[config.mk]
export PLATFORM = sky130hd
export DESIGN_NAME = fcrr_step
export DESIGN_NICKNAME = d
export VERILOG_FILES = /design/src/fcrr_pkg.sv /design/src/fcrr_step.sv
export SDC_FILE = /design/constraint.sdc
export NUM_CORES = 2
export LEC_CHECK = 0
export BUFFER_PORTS_ARGS = -buffer_cell sky130_fd_sc_hd__buf_2
export CORE_AREA = 5 5 274 276
export DETAILED_ROUTE_END_ITERATION = 8
export DIE_AREA = 0 0 279 281
export GPL_TIMING_DRIVEN = 0
export PLACE_DENSITY = 0.71
export SLEW_MARGIN = 20
export SYNTH_ARGS = -nofsm -noshare
export SYNTH_HDL_FRONTEND = slang
export SYNTH_SLANG_ARGS = --single-unit
[constraint.sdc]
create_clock -name vclk -period 10.8
set_input_delay 0.54 -clock vclk [all_inputs]
set_output_delay 0.54 -clock vclk [all_outputs]
set_load 0.005 [all_outputs]
[src/fcrr_pkg.sv]
`default_nettype none
package fcrr_pkg;

   localparam int MAX_RUN_SECTORS_DEF = 128;
   localparam logic [27:0] CHAIN_END   = 28'hFFF_FFF8;
   localparam logic [7:0]  SPC_MAX     = 8'd128;

   typedef enum logic [1:0] {
      PH_IDLE,
      PH_WAIT_FAT,
      PH_WAIT_READ
   } phase_type;

   // request codes
   localparam logic [1:0] REQ_START = 2'd0;
   localparam logic [1:0] REQ_FAT   = 2'd1;
   localparam logic [1:0] REQ_READ  = 2'd2;

   // result codes
   localparam logic [1:0] KIND_LOOKUP = 2'd0;
   localparam logic [1:0] KIND_READ   = 2'd1;
   localparam logic [1:0] KIND_DONE   = 2'd2;

   // register indexes
   localparam logic [1:0] CSR_FAT_START  = 2'd0;
   localparam logic [1:0] CSR_DATA_START = 2'd1;
   localparam logic [1:0] CSR_SPC        = 2'd2;

   typedef struct packed {
      logic [31:0] fat_start_lba;
      logic [31:0] data_start_lba;
      logic [7:0]  sectors_per_cluster;
   } cfg_type;

   typedef struct packed {
      logic [1:0]  req_type;
      logic [27:0] start_cluster;
      logic [31:0] dest_address;
      logic [31:0] max_bytes;
      logic [31:0] fat_entry;
      logic        read_ok;
   } req_item_type;

   typedef struct packed {
      logic [1:0]  result_kind;
      logic [31:0] block_lba;
      logic [6:0]  fat_slot;
      logic [7:0]  sector_count;
      logic [31:0] target_address;
      logic [32:0] total_bytes;
   } rsp_item_type;

   typedef struct packed {
      phase_type   phase;
      logic [27:0] current_cluster;
      logic [27:0] run_first_cluster;
      logic [7:0]  run_count;
      logic [32:0] bytes_done;
      logic [31:0] byte_limit;
      logic [31:0] dest_base;
      logic [27:0] following_cluster;
      logic [7:0]  pending_sectors;
   } walk_state_type;

endpackage
`default_nettype wire

[src/fcrr_step.sv]
`default_nettype none
module fcrr_step import fcrr_pkg::*; #(
   parameter int MAX_RUN_SECTORS = MAX_RUN_SECTORS_DEF
) (
   input  wire cfg_type        cfg,
   input  wire walk_state_type state_cur,
   input  wire req_item_type   item,
   output walk_state_type      state_nxt,
   output rsp_item_type        result,
   output logic                has_result
);

   logic [7:0]  spc;
   logic [27:0] nxt_cl;
   logic [8:0]  more;
   logic [16:0] more_sec;
   logic [33:0] ext_total;
   logic        extend;
   logic [15:0] full_sec;
   logic [33:0] full_total;
   logic [33:0] left_bytes;
   logic [15:0] read_sec;
   logic [27:0] run_off;
   logic [35:0] run_prod;
   logic [31:0] read_lba;
   logic [32:0] done_new;
   logic        go_on;

   always_comb begin
      if (cfg.sectors_per_cluster == 8'd0) begin
         spc = 8'd1;
      end else if (cfg.sectors_per_cluster > SPC_MAX) begin
         spc = SPC_MAX;
      end else begin
         spc = cfg.sectors_per_cluster;
      end
   end

   // run extension test
   assign nxt_cl    = item.fat_entry[27:0];
   assign more      = {1'b0, state_cur.run_count} + 9'd1;
   assign more_sec  = 17'(more) * 17'(spc);
   assign ext_total = {1'b0, state_cur.bytes_done} + {8'd0, more_sec, 9'd0};
   assign extend    = ({1'b0, nxt_cl} == {1'b0, state_cur.current_cluster} + 29'd1)
                   && (more_sec <= 17'(MAX_RUN_SECTORS))
                   && (ext_total <= {2'b00, state_cur.byte_limit});

   // read command, trimmed to the whole sectors that cover the limit
   assign full_sec   = 16'(state_cur.run_count) * 16'(spc);
   assign full_total = {1'b0, state_cur.bytes_done} + {9'd0, full_sec, 9'd0};
   assign left_bytes = {2'b00, state_cur.byte_limit} - {1'b0, state_cur.bytes_done} + 34'd511;
   assign read_sec   = (full_total > {2'b00, state_cur.byte_limit}) ?
                       left_bytes[24:9] : full_sec;
   assign run_off    = state_cur.run_first_cluster - 28'd2;
   assign run_prod   = 36'(run_off) * 36'(spc);
   assign read_lba   = cfg.data_start_lba + run_prod[31:0];

   // read status
   assign done_new = state_cur.bytes_done + {16'd0, state_cur.pending_sectors, 9'd0};
   assign go_on    = (state_cur.following_cluster >= 28'd2)
                  && (state_cur.following_cluster < CHAIN_END)
                  && (done_new < {1'b0, state_cur.byte_limit});

   always_comb begin
      state_nxt  = state_cur;
      result     = '0;
      has_result = 1'b0;
      case (item.req_type)
         REQ_START: begin
            has_result                  = 1'b1;
            state_nxt.dest_base         = item.dest_address;
            state_nxt.byte_limit        = item.max_bytes;
            state_nxt.bytes_done        = '0;
            state_nxt.pending_sectors   = '0;
            state_nxt.following_cluster = '0;
            state_nxt.run_count         = '0;
            if (item.start_cluster < 28'd2 || item.start_cluster >= CHAIN_END
                || item.max_bytes == 32'd0) begin
               state_nxt.phase    = PH_IDLE;
               result.result_kind = KIND_DONE;
            end else begin
               state_nxt.phase             = PH_WAIT_FAT;
               state_nxt.run_first_cluster = item.start_cluster;
               state_nxt.current_cluster   = item.start_cluster;
               state_nxt.run_count         = 8'd1;
               result.result_kind = KIND_LOOKUP;
               result.block_lba   = cfg.fat_start_lba + {11'd0, item.start_cluster[27:7]};
               result.fat_slot    = item.start_cluster[6:0];
            end
         end
         REQ_FAT: begin
            if (state_cur.phase == PH_WAIT_FAT) begin
               has_result         = 1'b1;
               result.total_bytes = state_cur.bytes_done;
               if (extend) begin
                  state_nxt.run_count       = more[7:0];
                  state_nxt.current_cluster = nxt_cl;
                  result.result_kind = KIND_LOOKUP;
                  result.block_lba   = cfg.fat_start_lba + {11'd0, nxt_cl[27:7]};
                  result.fat_slot    = nxt_cl[6:0];
               end else begin
                  state_nxt.following_cluster = nxt_cl;
                  state_nxt.pending_sectors   = read_sec[7:0];
                  state_nxt.phase             = PH_WAIT_READ;
                  result.result_kind    = KIND_READ;
                  result.block_lba      = read_lba;
                  result.sector_count   = read_sec[7:0];
                  result.target_address = state_cur.dest_base + state_cur.bytes_done[31:0];
               end
            end
         end
         REQ_READ: begin
            if (state_cur.phase == PH_WAIT_READ) begin
               has_result = 1'b1;
               if (!item.read_ok) begin
                  state_nxt.phase    = PH_IDLE;
                  result.result_kind = KIND_DONE;
                  result.total_bytes = state_cur.bytes_done;
               end else begin
                  state_nxt.bytes_done      = done_new;
                  state_nxt.pending_sectors = '0;
                  state_nxt.current_cluster = state_cur.following_cluster;
                  result.total_bytes        = done_new;
                  if (go_on) begin
                     state_nxt.phase             = PH_WAIT_FAT;
                     state_nxt.run_first_cluster = state_cur.following_cluster;
                     state_nxt.run_count         = 8'd1;
                     result.result_kind = KIND_LOOKUP;
                     result.block_lba   = cfg.fat_start_lba
                                        + {11'd0, state_cur.following_cluster[27:7]};
                     result.fat_slot    = state_cur.following_cluster[6:0];
                  end else begin
                     state_nxt.phase    = PH_IDLE;
                     result.result_kind = KIND_DONE;
                  end
               end
            end
         end
         default: begin
            has_result = 1'b0;
         end
      endcase
   end

endmodule
`default_nettype wire

# Word-level counts from Yosys, hierarchy flattened
# Index checks and enable logic that the tools add are counted.
# totals
output_inout_bits,314
mem_bits_rw,0
latchBits,0
mem_bits_ro,0
n_memories,0
elab_cells,84
inputBits,398
ff_bits,0
# op_classes
eq_ne,5
multipliers,3
shifts,0
n_reduce_logical,9
div_mod_pow,0
n_lt_le_gt_ge,9
n_addsub,13
n_mux,45
n_bitwise,0
# ops
op,count
one-hot mux 33 bit (2 select lines),2
2-to-1 mux 64 bit,2
one-hot mux 41 bit (3 select lines),1
2-to-1 mux 39 bit,3
2-to-1 mux 113 bit,1
one-hot mux 28 bit (2 select lines),2
2-to-1 mux 36 bit,3
2-to-1 mux 33 bit,3
2-to-1 mux 99 bit,1
2-to-1 mux 97 bit,1
adder 32 x 21 -> 32 bit,3
one-hot mux 30 bit (3 select lines),1
2-to-1 mux 40 bit,2
adder 32 bit,2
2-to-1 mux 8 bit,7
one-hot mux 8 bit (3 select lines),2
2-to-1 mux 41 bit,1
adder 33 x 25 -> 34 bit,1
adder 33 x 26 -> 34 bit,1
> comparator 34 x 32 -> 1 bit,1
less-or-equal comparator 34 x 32 -> 1 bit,1
adder 33 x 17 -> 33 bit,1
less-than comparator 33 x 32 -> 1 bit,1
zero test 32 bit,1
27 further kinds,40

# Depth between registers and ports, before layout
# logic_depth
depth_word,10
mapped_depth,43

# Worst setup path before layout
# Ideal clock, no wire load.
# synth_path
kind,input port to output port
startpoint,input cfg[7] in the netlist's numbering
endpoint,output result[63] in the netlist's numbering
setup_slack_ns,1.124
n_path_buf,4
arrival_ns,9.136
path_stages,40
path_cell_list,clkbuf_1 > inv_1 > nand2_1 > clkbuf_1 > clkbuf_1 > nor2_1 > fa_1 > inv_1 > fa_1 > fa_1 > fa_1 > inv_1 > ha_1 > o21a_1 > o21ai_0 > o21ai_0 > a311o_1 > o221ai_1 > (+4 left out) > nor2b_1 > o2bb2ai_1 > a221o_1 > a21oi_1 > nor2_1 > xor2_1 > ha_1 > a2111oi_0 > o21ai_0 > o21ai_0 > o2111ai_1 > a21oi_1 > o22ai_1 > nor4_1 > nand4_1 > nand2_1 > clkbuf_1 > nor2_1
# synth_lines
element,line_no,rtl
"start, declared",fcrr_step.sv:5,"input wire cfg_type cfg,"
"end, declared",fcrr_step.sv:9,"output rsp_item_type result,"

==> reports/qor.yml <==
detailed_routing:
  wire_per_inst_um: 28.22
  drc: 0
  vias_per_cell: 6.261
  dr.pass1.iters: 8
  drt_iter0_drc: 4719
  drt-total-wl_mm: 159.7
  antenna_left: 0
  dr_total_vias: 35430
worst_setup_path:
  critPathLaunchType: "primary input"
  cpMostUsedCell: "fa_1"
  cp.arrival_ps: 9950
  crit_path_end_kind: "output port"
  path_max_fanout: 10
  critPathSlowestCell: "fa_1"
  max_stage_delay_ps: 540
  crit_required_ps: 10260
  critPathKind: "in -> out"
finish:
  seq_cells: 0
  final_util_pct: 47.70
  nets: 5720
  clock_buffers: 0
  drive_gt1_share_pct: 19.70
  ff_latch_area_sq_um: 0
  area_growth_syn_to_layout_pct: 18.38
global_route:
  antenna_found_initial: 22
  grt_pass1_vias: 33250
  grt.overflow.total: 0
  track_usage_pct: 38.42
  grt_max_degree: 19
  grt_pass1_wl_mm: 226.0
floorplan:
  die_w_um: 279
  die-area_sq_um: 78400
  die-height_um: 281
  row_count: 99
  floorplan.initialDensity_pct: 40.30
  num_io_pins: 712
  core_sq_um: 72340
synthesis:
  yosysSeqAreaShare_pct: 0
  yosysWarnings: 0
  yosys.area.top_type: "fa_1"
  yosys-top-cells-area: "fa_1, ha_1, nand2_1"
  synth_top_area_share_pct: 18.27
  syn_area_per_cell_sq_um: 7.309
  syn_area_sq_um: 29150
  synthDistinctLibCells: 79
  synth_nets: 5021
  synthCells: 3988
sta:
  slew_headroom_pct: 20.29
  fin_crit_sh_pct: 97.17
  tightest_slew_ps: 1196
  timing.hold.ws_ps: 1377
  fin_ws_ps: 305.6
  fmaxAchievable_ghz: 0.09529
  final_hold_viol_count: 0
  setup_violations: 0
  finalCriticalPeriod_ps: 10490
  slew_violations: 0
clock_network:
  ctsHoldBuffers: 0
hold_path:
  hold_class: "in -> out"
place:
  io_buffers: 680
  dpl.hpwl_mm: 137.4
  gp_congestion: 1.099
  dp_slack_ps: -2253
run_status:
  status: "finished, final reports clean"
flow_run:
  drv_cap: 0
-- area by class of cell --
class,count,area (sq um)
Antenna cell,15,37.54
Buffer,186,808.3
Fill cell,7483,37830
Inverter,409,1539
Multi-Input combinational cell,3389,27360
Tap cell,959,1200
Timing Repair Buffer,701,3565
-- worst max-delay path, delay by kind of cell --
kind	cells	cell delay, ps
simple gates	6	1210
fa+ha+maj	7	2770
compound gates	17	3770
buf+inv	8	1250
xor+xnor	2	400
-- metal layers --
layer	part of all wire, %	track usage (%)
met3	13	10.05
met5	0.043	0
met4	6.1	17.55
met1	40	52.77
met2	41	56.58
-- placed cells by master (no fill, tap or decap), types with 60 or more instances in the layout --
master / instances
mux2_2: 78
nor2_1: 364
buf_2: 690
o21ai_0: 177
mux2i_1: 60
a21oi_1: 180
inv_1: 406
nor3_1: 85
xnor2_1: 178
xor2_1: 106
clkbuf_1: 132
ha_1: 365
and2_1: 80
a21o_1: 82
o22ai_1: 63
fa_1: 266
nand2_1: 446
-- path summary, 6_finish.rpt --
| path | startpoint | endpoint | slack [ps] | cells after the start |
|---|---|---|---|---|
| max | state_cur[134] | result[85] | 310 | 40 |
| min | item[88] | state_nxt[59] | 1380 | 3 |
-- synthesized netlist by cell type, types with 10 or more instances --
cell       number
a2111oi_0      13
a211o_1        14
a211oi_1       56
a21boi_0       24
a21o_1         82
a21oi_1       186
a221o_1        36
a221oi_1       23
a222oi_1       15
a22oi_1        22
a31oi_1        35
and2_1         80
and3_1         51
and4_1         11
buf_1          10
buf_2          13
clkbuf_1      165
fa_1          266
ha_1          369
inv_1         409
mux2_2         78
mux2i_1        61
nand2_1       451
nand2b_1       35
nand3_1        54
nand4_1        59
nor2_1        367
nor2b_1        45
nor3_1         87
nor3b_1        10
nor4_1         36
o211ai_1       13
o21a_1         42
o21ai_0       191
o21bai_1       23
o22ai_1        67
o31ai_1        11
or2_2          16
or3_1          31
or4_1          10
xnor2_1       183
xor2_1        108
-- kinds of logic after synthesis --
group           count (synthesis)  synth area share [%]
simple gates                 1367                 22.10
xor+xnor                      291                 8.744
fa+ha+maj                     635                 34.11
compound gates                957                 22.14
buf+inv                       599                 7.799
mux                           139                 5.108
-- metrics by stage --
| step | area (sq um) | std cells | TNS (ps) |
|---|---|---|---|
| after floorplan | 29150 | 3988 | 0 |
| after global placement | 33750 | 5627 | -224570 |
| after detailed placement | 33790 | 5630 | -243570 |
| after CTS | 34150 | 5631 | 0 |
| after global routing | 34480 | 5650 | -100.2 |
| final | 34510 | 5659 | 0 |
-- repair_timing --
action / in CTS / in global routing
setup endpoints to repair: 154 / 154
pin swaps: 2 / 8
buffers inserted: 4 / 14
gates resized for setup: 99 / 73
